**config.mk**
```make
export PLATFORM = sky130hd
export DESIGN_NAME = sorted_list_engine
export DESIGN_NICKNAME = d
export VERILOG_FILES = /design/src/hdl/sle_pkg.sv /design/src/hdl/sorted_list_engine.sv
export SDC_FILE = /design/constraint.sdc
export NUM_CORES = 1
export LEC_CHECK = 0
export BUFFER_PORTS_ARGS = -buffer_cell sky130_fd_sc_hd__buf_2
export CORE_MARGIN = 1
export CORE_UTILIZATION = 40
export CTS_BUF_LIST = sky130_fd_sc_hd__clkbuf_16
export CTS_CLUSTER_SIZE = 12
export DETAILED_ROUTE_END_ITERATION = 7
export PLACE_DENSITY = 0.63
export SKIP_CTS_REPAIR_TIMING = 1
export SLEW_MARGIN = 5
export SYNTH_ARGS = -nofsm -noshare
export SYNTH_HDL_FRONTEND = slang
export SYNTH_SLANG_ARGS = --single-unit
export TNS_END_PERCENT = 50
```
**constraint.sdc**
```tcl
create_clock -name i_clk -period 6.25 [get_ports i_clk]
set_input_delay 1.25 -clock i_clk [delete_from_list [all_inputs] [get_ports i_clk]]
set_output_delay 1.25 -clock i_clk [all_outputs]
set_load 0.02 [all_outputs]
```
**src/hdl/sle_pkg.sv**
```systemverilog
// ---------------------------------------------------------------------------
// sle_pkg
// shared types and constants for the sorted list engine
// ---------------------------------------------------------------------------
`default_nettype none

package sle_pkg;

    localparam int CAPACITY   = 32;
    localparam int CNT_W      = $clog2(CAPACITY + 1);
    localparam int IDX_W      = $clog2(CAPACITY);
    localparam int VAL_W      = 32;
    localparam int COUNT_OUT_W = 6;

    typedef enum logic [1:0] {
        OP_ADD_FRONT  = 2'd0,
        OP_ADD_SORTED = 2'd1,
        OP_DELETE     = 2'd2,
        OP_DUMP       = 2'd3
    } t_opcode;

    typedef enum logic [1:0] {
        STS_OK    = 2'd0,
        STS_FULL  = 2'd1,
        STS_EMPTY = 2'd2,
        STS_RSVD  = 2'd3
    } t_status;

    typedef enum logic [3:0] {
        ST_IDLE = 4'b0001,
        ST_SCAN = 4'b0010,
        ST_DUMP = 4'b0100,
        ST_DONE = 4'b1000
    } t_state;

endpackage

`default_nettype wire

```
**src/hdl/sorted_list_engine.sv**
```systemverilog
// ---------------------------------------------------------------------------
// sorted_list_engine
// ordered list of signed values in one memory: add at front, add sorted,
// delete all equal, dump
// ---------------------------------------------------------------------------
// insert and delete walk the stored entries once before the status transfer,
// one entry read per cycle; not every entry read is written back
// dump: one entry transfer per cycle without stalls
// the walk over the entry memory, one entry per cycle, sets the item time
// synchronous active-low reset empties the list; entries are not cleared
`default_nettype none

module sorted_list_engine
    import sle_pkg::*;
(
    input  wire logic                    i_clk,
    input  wire logic                    i_rst_n,
    input  wire logic                    i_in_valid,
    output logic                         o_in_ready,
    input  wire logic [1:0]              i_opcode,
    input  wire logic signed [VAL_W-1:0] i_value,
    output logic                         o_out_valid,
    input  wire logic                    i_out_ready,
    output logic signed [VAL_W-1:0]      o_item_value,
    output logic                         o_is_last,
    output logic [1:0]                   o_status,
    output logic [COUNT_OUT_W-1:0]       o_entry_count
);

    // entry memory
    logic [VAL_W-1:0] r_mem [CAPACITY];
    logic [VAL_W-1:0] r_rdata;
    logic             mem_we;
    logic [IDX_W-1:0] mem_waddr;
    logic [VAL_W-1:0] mem_wdata;
    logic             mem_re;
    logic [IDX_W-1:0] mem_raddr;

    always_ff @(posedge i_clk) begin
        if (mem_we) begin
            r_mem[mem_waddr] <= mem_wdata;
        end
        if (mem_re) begin
            r_rdata <= r_mem[mem_raddr];
        end
    end

    // control and output registers
    t_state                   r_state,   n_state;
    t_opcode                  r_op,      n_op;
    logic signed [VAL_W-1:0]  r_val,     n_val;
    logic [CNT_W-1:0]         r_count,   n_count;
    logic [CNT_W-1:0]         r_ridx,    n_ridx;
    logic [CNT_W-1:0]         r_w,       n_w;
    logic [IDX_W-1:0]         r_pidx,    n_pidx;
    logic                     r_pend,    n_pend;
    logic                     r_plast,   n_plast;
    logic                     r_ins,     n_ins;
    logic [VAL_W-1:0]         r_carry,   n_carry;
    t_status                  r_sts,     n_sts;

    logic                     r_out_valid,  n_out_valid;
    logic [VAL_W-1:0]         r_out_value,  n_out_value;
    logic                     r_out_last,   n_out_last;
    t_status                  r_out_status, n_out_status;
    logic [COUNT_OUT_W-1:0]   r_out_count,  n_out_count;

    logic out_free;
    logic in_xfer;
    logic more;

    assign out_free = !r_out_valid || i_out_ready;
    assign in_xfer  = i_in_valid && o_in_ready;
    assign more     = (r_ridx < r_count);

    always_comb begin
        n_state      = r_state;
        n_op         = r_op;
        n_val        = r_val;
        n_count      = r_count;
        n_ridx       = r_ridx;
        n_w          = r_w;
        n_pidx       = r_pidx;
        n_pend       = r_pend;
        n_plast      = r_plast;
        n_ins        = r_ins;
        n_carry      = r_carry;
        n_sts        = r_sts;
        n_out_valid  = r_out_valid && !i_out_ready;
        n_out_value  = r_out_value;
        n_out_last   = r_out_last;
        n_out_status = r_out_status;
        n_out_count  = r_out_count;
        mem_we       = 1'b0;
        mem_waddr    = r_pidx;
        mem_wdata    = r_carry;
        mem_re       = 1'b0;
        mem_raddr    = r_ridx[IDX_W-1:0];

        unique case (r_state)
            ST_IDLE: begin
                if (in_xfer) begin
                    n_op    = t_opcode'(i_opcode);
                    n_val   = i_value;
                    n_ridx  = '0;
                    n_w     = '0;
                    n_ins   = 1'b0;
                    n_pend  = 1'b0;
                    n_sts   = STS_OK;
                    if (t_opcode'(i_opcode) == OP_DUMP) begin
                        if (r_count == '0) begin
                            n_sts   = STS_EMPTY;
                            n_state = ST_DONE;
                        end else begin
                            n_state = ST_DUMP;
                        end
                    end else if (t_opcode'(i_opcode) != OP_DELETE
                                 && r_count >= CNT_W'(CAPACITY)) begin
                        n_sts   = STS_FULL;
                        n_state = ST_DONE;
                    end else begin
                        n_state = ST_SCAN;
                    end
                end
            end

            ST_SCAN: begin
                // process the entry read last cycle
                if (r_pend) begin
                    if (r_op == OP_DELETE) begin
                        if (r_rdata != r_val) begin
                            mem_we    = 1'b1;
                            mem_waddr = r_w[IDX_W-1:0];
                            mem_wdata = r_rdata;
                            n_w       = r_w + CNT_W'(1);
                        end
                    end else if (r_ins) begin
                        // ripple everything behind the new entry down by one
                        mem_we    = 1'b1;
                        mem_waddr = r_pidx;
                        mem_wdata = r_carry;
                        n_carry   = r_rdata;
                    end else if (r_op == OP_ADD_FRONT
                                 || $signed(r_rdata) < r_val) begin
                        mem_we    = 1'b1;
                        mem_waddr = r_pidx;
                        mem_wdata = r_val;
                        n_carry   = r_rdata;
                        n_ins     = 1'b1;
                    end
                end
                if (more) begin
                    mem_re = 1'b1;
                    n_pend = 1'b1;
                    n_pidx = r_ridx[IDX_W-1:0];
                    n_ridx = r_ridx + CNT_W'(1);
                end else begin
                    n_pend = 1'b0;
                end
                // walk finished: new count, plus the tail write for an add
                if (!r_pend && !more) begin
                    if (r_op == OP_DELETE) begin
                        n_count = r_w;
                    end else begin
                        mem_we    = 1'b1;
                        mem_waddr = r_count[IDX_W-1:0];
                        mem_wdata = r_ins ? r_carry : r_val;
                        n_count   = r_count + CNT_W'(1);
                    end
                    n_state = ST_DONE;
                end
            end

            ST_DUMP: begin
                if (r_pend && out_free) begin
                    n_out_valid  = 1'b1;
                    n_out_value  = r_rdata;
                    n_out_last   = r_plast;
                    n_out_status = STS_OK;
                    n_out_count  = COUNT_OUT_W'(r_count);
                    n_pend       = 1'b0;
                end
                // read data holds while a loaded result waits
                if (more && (!r_pend || out_free)) begin
                    mem_re  = 1'b1;
                    n_pend  = 1'b1;
                    n_plast = ((r_ridx + CNT_W'(1)) == r_count);
                    n_ridx  = r_ridx + CNT_W'(1);
                end
                if (!more && !r_pend) begin
                    n_state = ST_IDLE;
                end
            end

            ST_DONE: begin
                if (out_free) begin
                    n_out_valid  = 1'b1;
                    n_out_value  = '0;
                    n_out_last   = 1'b1;
                    n_out_status = r_sts;
                    n_out_count  = COUNT_OUT_W'(r_count);
                    n_state      = ST_IDLE;
                end
            end

            default: begin
                n_state = ST_IDLE;
            end
        endcase
    end

    always_ff @(posedge i_clk) begin
        if (!i_rst_n) begin
            r_state     <= ST_IDLE;
            r_count     <= '0;
            r_pend      <= 1'b0;
            r_out_valid <= 1'b0;
        end else begin
            r_state     <= n_state;
            r_count     <= n_count;
            r_pend      <= n_pend;
            r_out_valid <= n_out_valid;
        end
    end

    always_ff @(posedge i_clk) begin
        r_op         <= n_op;
        r_val        <= n_val;
        r_ridx       <= n_ridx;
        r_w          <= n_w;
        r_pidx       <= n_pidx;
        r_plast      <= n_plast;
        r_ins        <= n_ins;
        r_carry      <= n_carry;
        r_sts        <= n_sts;
        r_out_value  <= n_out_value;
        r_out_last   <= n_out_last;
        r_out_status <= n_out_status;
        r_out_count  <= n_out_count;
    end

    assign o_in_ready    = (r_state == ST_IDLE);
    assign o_out_valid   = r_out_valid;
    assign o_item_value  = r_out_value;
    assign o_is_last     = r_out_last;
    assign o_status      = r_out_status;
    assign o_entry_count = r_out_count;

    // checks

    a_count_bound: assert property (@(posedge i_clk) disable iff (!i_rst_n)
        r_count <= CNT_W'(CAPACITY))
        else $error("entry count above capacity");

    a_idle_no_read: assert property (@(posedge i_clk) disable iff (!i_rst_n)
        (r_state == ST_IDLE) |-> !r_pend)
        else $error("read still pending while idle");

    a_no_rw_clash: assert property (@(posedge i_clk) disable iff (!i_rst_n)
        (mem_we && mem_re) |-> (mem_waddr != mem_raddr))
        else $error("read and write of the same entry in one cycle");

    a_count_fixed_walk: assert property (@(posedge i_clk) disable iff (!i_rst_n)
        ((r_state == ST_DUMP) && $past(r_state == ST_DUMP)) |-> $stable(r_count))
        else $error("entry count changed during dump");

endmodule

`default_nettype wire
```
==> flow_metrics.env, run 1 <==
export IMPL_core_area_sq_mm=0.118
export IMPL_syn_to_final_growth_pct=13.1
export IMPL_power_static_leakage_uw=0.0170
export IMPL_drive_above_1_share_pct=30.3
export IMPL_ir_drop_v=0.000340
export IMPL_r2r_end="r_mem[11][3]"
export IMPL_routedWlPerCell_um=29.7
export IMPL_htree_levels=3
export IMPL_start_kind="flip-flop"
export IMPL_ys_ff_latch=1196
export IMPL_utilization_pct=45.7
export IMPL_totalPowerFinal_uw=21700
export IMPL_clockBufferDepth=3
export IMPL_setup_viol=0
export IMPL_grt_pass1_wl_um=173000
export IMPL_cp_required_ps=6610
export IMPL_min_path_type="flip-flop to flip-flop"
export IMPL_synthArstFlopShare_pct=0
export IMPL_cts_root_buf="clkbuf_16"
export IMPL_hold_viol_final=0
export IMPL_die_y_um=348
export IMPL_grt_use_total_pct=19.8
export IMPL_min_from="r_rdata[0]"
export IMPL_synth_edf_count=1184
export IMPL_boundaryPins=81
export IMPL_drv_cap=0
export IMPL_syn_avg_cell_area_sq_um=21.2
export IMPL_rr_startpoint="r_rdata[14]"
export IMPL_fin_crit_ps=4790
export IMPL_worstPathArrival_ps=5150
export IMPL_clk_latency_ps=720
export IMPL_rows=126
export IMPL_grt_overflow_total=0
export IMPL_yosysSeqAreaShare_pct=74.9
export IMPL_worstSetupEndpointType="flip-flop"
export IMPL_postRouteAntennaNets=0
export IMPL_fmax_ghz=0.209
export IMPL_whs_path_depth=0
export IMPL_multiInputGateArea_sq_mm=0.0116
export IMPL_synth_ff_type="edfxtp_1"
export IMPL_holdPathEnd="r_carry[0]"
export IMPL_dr_total_vias=24000
export IMPL_status="completed"
export IMPL_yosysWarnings=0
export IMPL_hpwl_um=68100
export IMPL_gp_congestion=0.862
export IMPL_nets=2505
export IMPL_dieArea_sq_mm=0.121
export IMPL_reg2reg_depth=10
export IMPL_drt_drc_violations_left=0
export IMPL_syn_inst=2252
export IMPL_synth_fp_nets=2332
export IMPL_cts_tree="done"
export IMPL_dr_pass1_iters=8
export IMPL_cts_made_buffers=117
export IMPL_finalMaxSlewViolations=0
export IMPL_regArea_sq_mm=0.0358
export IMPL_initial_core_util_pct=40.4
export IMPL_fin_setup_tns_ps=0
export IMPL_pre_cts_slack_ps=1450
export IMPL_r2r_slack_ps=1460
export IMPL_path_clk_slew_ps=60
export IMPL_num_antenna_cells=0
export IMPL_period_share_pct=76.7
export IMPL_syn_area_sq_mm=0.0478
export IMPL_n_fill_cell=9725
export IMPL_worstMarginPinSlew_ps=1300
export IMPL_path_max_fanout=20
export IMPL_grt_max_degree=133
export IMPL_wl_um=119000
export IMPL_cts_sinks=1196
export IMPL_drt_first_iter_violations=2826
export IMPL_yosysUniqueCellTypes=74
export IMPL_worst_slack_ps=1460
export IMPL_grt_pass1_vias=24600
export IMPL_cellPowerDensity_mw_per_mm2=401
export IMPL_skew_ps=30.4
export IMPL_maxSlewHeadroom_pct=13.1
export IMPL_antenna_found_initial=1
export IMPL_die_x_um=348
export IMPL_rsz0062_at_grt="false"
export IMPL_port_buffers=80
export IMPL_worstSetupPathType="flip-flop to flip-flop"
export IMPL_viasPerCell=5.95
worst max-delay path by stage:
| stage | start | endpoint | slack (ps) | depth (start not counted) |
|---|---|---|---|---|
| after floorplan | r_ridx[0] | r_mem[4][0] | 1000 | 12 |
| final | r_rdata[14] | r_mem[11][3] | 1460 | 10 |
| after global routing | r_count[4] | r_mem[24][0] | 1220 | 9 |
| after global placement | r_rdata[14] | r_mem[10][5] | 1540 | 10 |
| after detailed placement | r_rdata[14] | r_mem[11][7] | 1450 | 10 |
| after CTS | r_rdata[14] | r_mem[11][4] | 1390 | 10 |
worst max-delay path, cell delays in order, from the launching register on:
cell and delay (ps):
edfxtp_1 440, ha_1 370, nand4_2 210, a211oi_1 120
a211o_1 290, o31ai_2 510, a21o_1 690, o311ai_4 260
buf_4 290, nor3_4 720, buf_4 520
cells in the final DEF (no fill, tap or decap), types with 4 or more instances in the layout:
cell	netlist	layout
o22ai_1	16	16
buf_4	1	91
o221ai_1	18	18
clkbuf_16	0	118
nand2_1	19	19
inv_1	48	83
nor3_4	1	11
and2_1	6	6
a21o_1	4	4
a22oi_1	19	19
nor3_1	35	13
o211ai_1	21	21
mux4_2	320	320
o21ai_0	12	12
clkinv_2	0	4
ha_1	42	42
nor3_2	10	22
and3_1	4	4
clkinv_1	0	16
xnor2_1	6	6
nand4_1	7	7
a221oi_1	13	13
or2_2	23	23
inv_16	0	4
dfxtp_1	12	12
o21ai_1	16	16
edfxtp_1	1184	1184
buf_2	32	80
nor2b_1	37	37
nand3_1	47	47
a21oi_1	35	34
a31oi_2	2	16
nor2_1	43	40
xor2_1	7	7
a211oi_1	5	5
o21a_1	23	23
mux2_2	32	32
state kept, by name, indices dropped and copies added, names as in the netlist, 6 cells and up:
register and cells:
r_rdata 32, o_entry_count 6, r_carry 32, r_val 32, r_mem 1024, r_count 6
r_ridx 6, r_w 6, o_item_value 32
kinds of logic after synthesis:
group | Yosys count | synth area share (%)
AOI/OAI and AO/OA | 228 | 3.48
xor gates and xnor gates | 13 | 0.238
adders and majority gates | 42 | 1.10
buffers and inverters | 169 | 1.44
DFF | 1196 | 74.9
muxes | 353 | 15.9
and+or+nand+nor | 251 | 2.96
power breakdown:
| part | total, uW | internal (uW) | leakage [uW] | switching, uW |
|---|---|---|---|---|
| combinational | 5860 | 2640 | 0.00446 | 3220 |
| sequential | 9430 | 9270 | 0.0108 | 161 |
| clock | 6400 | 3510 | 0.00179 | 2890 |
layout make-up:
class	count	area share, %
clock buffers	118	5.46
clock inverters	66	0.824
inverters	49	0.340
multi-input cells	887	21.5
flip-flops and latches	1196	66.2
well taps	1536	3.56
repair buffers	174	2.12
per-layer routing:
layer  vias to the layer above  GRT usage, %  routed length [um]
met5                         -             0                  13
met4                         2          5.18                2290
met3                       152          3.49                8620
met2                      1016          33.1               59500
met1                     13000          26.9               49000
li1                       9827             -                   -
per-stage QoR:
stage / hold slack, ps / std cells / instance area, sq um
final: 437 / 4026 / 54000
after global routing: 457 / 4026 / 54000
after CTS: 444 / 4026 / 54000
after detailed placement: 452 / 3842 / 50600
after global placement: 435 / 3842 / 50600
after floorplan: 406 / 2252 / 47800
synth_stat cells, types with 17 or more instances:
cell / number / area share, %
a22oi_1: 19 / 0.30
mux4_2: 320 / 15
nand3_1: 47 / 0.49
inv_1: 48 / 0.38
clkbuf_1: 75 / 0.59
ha_1: 42 / 1.1
o221ai_1: 18 / 0.33
or2_2: 23 / 0.30
mux2_2: 32 / 0.75
nand2_1: 19 / 0.15
nor3_1: 35 / 0.37
o21a_1: 23 / 0.36
a31oi_1: 17 / 0.22
edfxtp_1: 1184 / 74
nor2b_1: 37 / 0.48
nor2_1: 43 / 0.34
a21oi_1: 35 / 0.37
buf_2: 32 / 0.34
o211ai_1: 21 / 0.33
No activity file was read; power rests on OpenSTA's default activity.
==> inputs of run 2 (changes only) <==
Settings changed: PLACE_DENSITY 0.63 to 0.65.
Clock period 6.25 ns to 4.1 ns, I/O delays scaled along.
==> run 2 against run 1 <==
Compared with the run above: sequential cell count stayed put; sequential share of layout area fell by 1.2 points; critical endpoint is now r_mem[3][23]; count of clock-buffer cells in the layout is the same; worst hold slack got worse by 140 ps; die area stayed put; sequential power increased by 53%; first-iteration DRC count down 1.5%; non-clock buffer count increased by 51; utilization is 0.86 points higher; setup slack got worse by 1300 ps; cell count grew 1.3%; largest power group unchanged; critical path depth did not move; highest routed layer is now met4.
==> flow_metrics.env, run 2 (synthesis gave the netlist of run 1 again) <==
export IMPL_rsz0062_at_grt="true"
export IMPL_crit_start="r_rdata[13]"
export IMPL_rr_startpoint="r_rdata[13]"
export IMPL_clk_latency_ps=700
export IMPL_slowest_delay_ps=630
export IMPL_top_register="r_mem"
export IMPL_grt_pass1_wl_um=166000
export IMPL_clkPwrFrac_pct=28.8
export IMPL_nets=2556
export IMPL_worstSetupPathType="flip-flop to flip-flop"
export IMPL_worstPathArrival_ps=4280
export IMPL_die_y_um=348
export IMPL_ir_drop_v=0.000722
export IMPL_antenna_found_initial=4
export IMPL_viasPerCell=5.82
export IMPL_cts_root_buf="clkbuf_16"
export IMPL_rows=126
export IMPL_worstMarginPinSlew_ps=1170
export IMPL_r2r_slack_ps=170
export IMPL_final_cell_mix="edfxtp_1 (1184), mux4_2 (320), clkbuf_16 (118)"
export IMPL_drv_cap=0
export IMPL_status="completed"
export IMPL_setup_viol=0
export IMPL_cts_sinks=1196
export IMPL_clockBufferDepth=3
export IMPL_cp_cell_sequence="ha_1, nand4_2, nor4_2, buf_4, a21boi_1, nor3_1, a31oi_1, a211o_1, nor3_4, buf_4"
export IMPL_cp_top_family="simple AND/OR/NAND/NOR gates"
export IMPL_r2r_end="r_mem[3][23]"
export IMPL_totalPowerFinal_uw=33500
export IMPL_drive_above_1_share_pct=31.9
export IMPL_pre_cts_slack_ps=-99.0
export IMPL_cp_slowest_cell="a211o_1"
export IMPL_fin_crit_ps=3930
export IMPL_grt_max_degree=161
export IMPL_combPwrFrac_pct=28.1
export IMPL_port_buffers=80
export IMPL_crit_cells=10
export IMPL_skew_ps=23.6
export IMPL_routedWlPerCell_um=27.7
export IMPL_syn_to_final_growth_pct=15.2
export IMPL_cts_tree="done"
export IMPL_boundaryPins=81
export IMPL_fmax_ghz=0.255
export IMPL_finalMaxSlewViolations=0
export IMPL_gp_congestion=0.893
export IMPL_utilization_pct=46.6
export IMPL_dieArea_sq_mm=0.121
export IMPL_min_path_type="primary input to flip-flop"
export IMPL_crit_path_frequent_cell="buf_4"
export IMPL_postRouteAntennaNets=0
export IMPL_power_static_leakage_uw=0.0176
export IMPL_largest_reg_flops=1024
export IMPL_reg2reg_depth=10
export IMPL_p_int_uw=23600
export IMPL_wl_um=113000
export IMPL_initial_core_util_pct=40.4
export IMPL_switching_share_pct=29.5
export IMPL_path_clk_slew_ps=60
export IMPL_path_buf_inv=2
export IMPL_drt_first_iter_violations=2783
export IMPL_grt_pass1_vias=24100
export IMPL_path_max_fanout=16
export IMPL_start_kind="flip-flop"
export IMPL_setup_worst_path_end="r_mem[3][23]"
export IMPL_cp_required_ps=4450
export IMPL_maxSlewHeadroom_pct=21.8
export IMPL_p_switching_uw=9860
export IMPL_dr_pass1_iters=6
export IMPL_htree_levels=3
export IMPL_worstSetupEndpointType="flip-flop"
export IMPL_drt_drc_violations_left=0
export IMPL_period_share_pct=95.8
export IMPL_cts_made_buffers=117
export IMPL_grt_overflow_total=0
export IMPL_hpwl_um=67500
export IMPL_cellPowerDensity_mw_per_mm2=608
export IMPL_fin_setup_tns_ps=0
export IMPL_hold_viol_final=0
export IMPL_seq_power_share_pct=43.1
export IMPL_worst_slack_ps=174
export IMPL_dr_total_vias=23700
export IMPL_grt_use_total_pct=18.7
export IMPL_core_area_sq_mm=0.118
export IMPL_die_x_um=348
export IMPL_final_common_cell="edfxtp_1"
run 2: how the worst min path moves through the flow:
stage	start	endpoint	slack, ps	cells past startpoint
floorplan	r_count[3]	o_entry_count[3]	410	0
global placement	r_rdata[0]	r_carry[0]	430	0
detailed placement	r_rdata[0]	r_carry[0]	430	0
CTS	i_value[4]	r_val[4]	260	1
global route	i_value[16]	r_val[16]	270	1
finish	i_value[4]	r_val[4]	300	1
run 2: power groups by stage:
| stage | clock (uW) | sequential (uW) | combinational, uW |
|---|---|---|---|
| 6_report | 9650 | 14400 | 9410 |
| 3_3_place_gp | 0 | 14600 | 9410 |
| 2_1_floorplan | 0 | 14600 | 6380 |
| 5_1_grt | 10300 | 14400 | 9970 |
| 3_5_place_dp | 0 | 14600 | 9480 |
| 4_1_cts | 9850 | 14400 | 9520 |
run 2: routing by layer:
layer | global-route usage [%] | up-vias | share of wire [%]
met3 | 2.58 | 150 | 6.8
met4 | 4.47 | 0 | 1.8
met5 | 0 | - | 0
li1 | - | 9934 | -
met1 | 26.1 | 12700 | 41
met2 | 31.1 | 961 | 50
run 2: final cells by class:
type | instances | area, sq um
Clock inverter | 66 | 414
Timing Repair Buffer | 225 | 2010
Antenna cell | 1 | 2.50
Tap cell | 1536 | 1920
Multi-Input combinational cell | 887 | 11800
Sequential cell | 1196 | 35800
Fill cell | 9610 | 63200
Clock buffer | 118 | 2950
Inverter | 49 | 184
run 2: stage by stage:
stage / hold slack (ps) / std cells / instance area, sq um
floorplan: 406 / 2252 / 47900
global placement: 434 / 3893 / 51700
detailed placement: 435 / 3893 / 51700
CTS: 257 / 4077 / 55000
global route: 270 / 4077 / 55000
finish: 301 / 4078 / 55100
run 2: worst register-to-register path, cell delays in order, from the launching register on:
cell and delay [ps]:
edfxtp_1 470, ha_1 350, nand4_2 220, nor4_2 560, buf_4 210, a21boi_1 170, nor3_1 210, a31oi_1 60
a211o_1 630, nor3_4 320, buf_4 350
==> inputs of run 3 (changes only) <==
Settings changed: CORE_UTILIZATION 40 to 50, HOLD_SLACK_MARGIN set to 0.06, PLACE_DENSITY 0.65 to 0.76.
==> run 3 against run 2 <==
Compared with the run above: clock power down 0.9%; sequential power about the same; power down 0.53%; critical path type unchanged; highest routed layer unchanged.
==> flow_metrics.env, run 3 (synthesis gave the netlist of run 1 again) <==
export IMPL_status="completed"
export IMPL_cp_slowest_cell="nor3_4"
export IMPL_cellPowerDensity_mw_per_mm2=612
export IMPL_hpwl_um=66000
export IMPL_switching_share_pct=29.6
export IMPL_maxSlewHeadroom_pct=21.5
export IMPL_num_antenna_cells=0
export IMPL_path_max_fanout=20
export IMPL_final_area_sq_mm=0.0544
export IMPL_port_buffers=80
export IMPL_grt_max_degree=149
export IMPL_largest_reg_flops=1024
export IMPL_cts_root_buf="clkbuf_16"
export IMPL_cts_sinks=1196
export IMPL_cp_required_ps=4480
export IMPL_p_switching_uw=9850
export IMPL_syn_to_final_growth_pct=13.8
export IMPL_cts_made_buffers=116
export IMPL_routedWlPerCell_um=29.7
export IMPL_dr_pass1_iters=6
export IMPL_setup_viol=0
export IMPL_drv_cap=0
export IMPL_placement_cell_area_sq_mm=0.0510
export IMPL_fin_crit_ps=3940
export IMPL_drt_drc_violations_left=0
export IMPL_totalPowerFinal_uw=33300
export IMPL_combPwrFrac_pct=28.1
export IMPL_die_x_um=311
export IMPL_die_y_um=311
export IMPL_cts_tree="done"
export IMPL_grt_pass1_wl_um=167000
export IMPL_cp_cell_sequence="ha_1, nand4_2, nor4_2, buf_4, a21boi_1, nor3_1, a31oi_1, a211o_1, nor3_4, buf_12"
export IMPL_slowest_delay_ps=780
export IMPL_drive_above_1_share_pct=31.8
export IMPL_initial_core_util_pct=50.4
export IMPL_core_area_sq_mm=0.0949
export IMPL_wl_um=113000
export IMPL_seq_power_share_pct=43.2
export IMPL_drt_first_iter_violations=3170
export IMPL_htree_levels=3
export IMPL_final_cell_mix="edfxtp_1 (1184), mux4_2 (320), buf_4 (120)"
export IMPL_grt_pass1_vias=24700
export IMPL_gp_congestion=0.902
export IMPL_min_path_type="primary input to flip-flop"
export IMPL_fmax_ghz=0.254
export IMPL_boundaryPins=81
export IMPL_utilization_pct=57.3
export IMPL_worstPathArrival_ps=4320
export IMPL_clockBufferDepth=3
export IMPL_nets=2551
export IMPL_ir_drop_v=0.000604
export IMPL_worstSetupEndpointType="flip-flop"
export IMPL_worstSetupPathType="flip-flop to flip-flop"
export IMPL_grt_use_total_pct=23.5
export IMPL_postRouteAntennaNets=0
export IMPL_start_kind="flip-flop"
export IMPL_n_fill_cell=6596
export IMPL_clk_latency_ps=720
export IMPL_rsz0062_at_grt="false"
export IMPL_path_clk_slew_ps=60
export IMPL_viasPerCell=6.43
export IMPL_p_int_uw=23400
export IMPL_skew_ps=56.7
export IMPL_dieArea_sq_mm=0.0968
export IMPL_hold_viol_final=0
export IMPL_antenna_found_initial=3
export IMPL_period_share_pct=96.0
export IMPL_finalMaxSlewViolations=0
export IMPL_final_common_cell="edfxtp_1"
export IMPL_clkPwrFrac_pct=28.7
export IMPL_dr_total_vias=24400
export IMPL_worstMarginPinSlew_ps=1170
export IMPL_power_static_leakage_uw=0.0175
export IMPL_grt_overflow_total=0
export IMPL_rows=113
export IMPL_top_register="r_mem"
==> run 3: per-stage QoR <==
| stage | instances | setup TNS [ps] | hold WS (ps) | worst slack [ps] |
|---|---|---|---|---|
| after global routing | 3795 | 0 | 253 | 1.96 |
| final | 3795 | 0 | 277 | 165 |
| after detailed placement | 3617 | 0 | 448 | 105 |
| after floorplan | 2252 | -204380 | 406 | -295 |
| after global placement | 3617 | 0 | 445 | 219 |
| after CTS | 3794 | 0 | 242 | 48.9 |
==> run 3: area by class of cell <==
type / instances / area [sq um] / area share (%)
multi-input cells: 887 / 11700 / 21.6
flip-flops and latches: 1196 / 35800 / 65.8
inverters: 49 / 184 / 0.338
clock inverters: 58 / 359 / 0.661
repair buffers: 221 / 1720 / 3.17
well taps: 1265 / 1580 / 2.91
clock buffers: 119 / 2980 / 5.48
==> run 3: final timing paths <==
check / slack, ps / endpoint / from / depth (start not counted)
worst max-delay path: 160 / r_mem[15][8] / r_rdata[15] / 10
worst min-delay path: 280 / r_val[20] / i_value[20] / 1
worst max register to register: 160 / r_mem[15][8] / r_rdata[15] / 10
worst min register to register: 460 / r_carry[0] / r_rdata[0] / 0
==> run 3: power groups by stage <==
stage / Clock [uW] / Combinational (uW) / Sequential [uW]
4_1_cts: 9680 / 9390 / 14400
3_5_place_dp: 0 / 9270 / 14600
3_3_place_gp: 0 / 9170 / 14600
6_report: 9560 / 9340 / 14400
2_1_floorplan: 0 / 6380 / 14600
5_1_grt: 10100 / 9850 / 14400
==> run 3: per-layer routing <==
layer	up-vias	routed length, um	track usage [%]	part of all wire, %
li1	9923	-	-	-
met4	0	2670	6.31	2.4
met1	12800	44100	33.2	39
met3	202	9870	3.98	8.8
met5	-	0	0	0
met2	1435	56100	38.4	50
==> run 3: critical path: cells and delay by family (launching register included) <==
| kind | cells | cell delay (ps) |
|---|---|---|
| AND/OR/NAND/NOR | 4 | 1510 |
| AO/OA/AOI/OAI | 3 | 800 |
| flip-flops | 1 | 460 |
| buffers and inverters | 2 | 450 |
| adder cells (fa/ha/maj) | 1 | 360 |
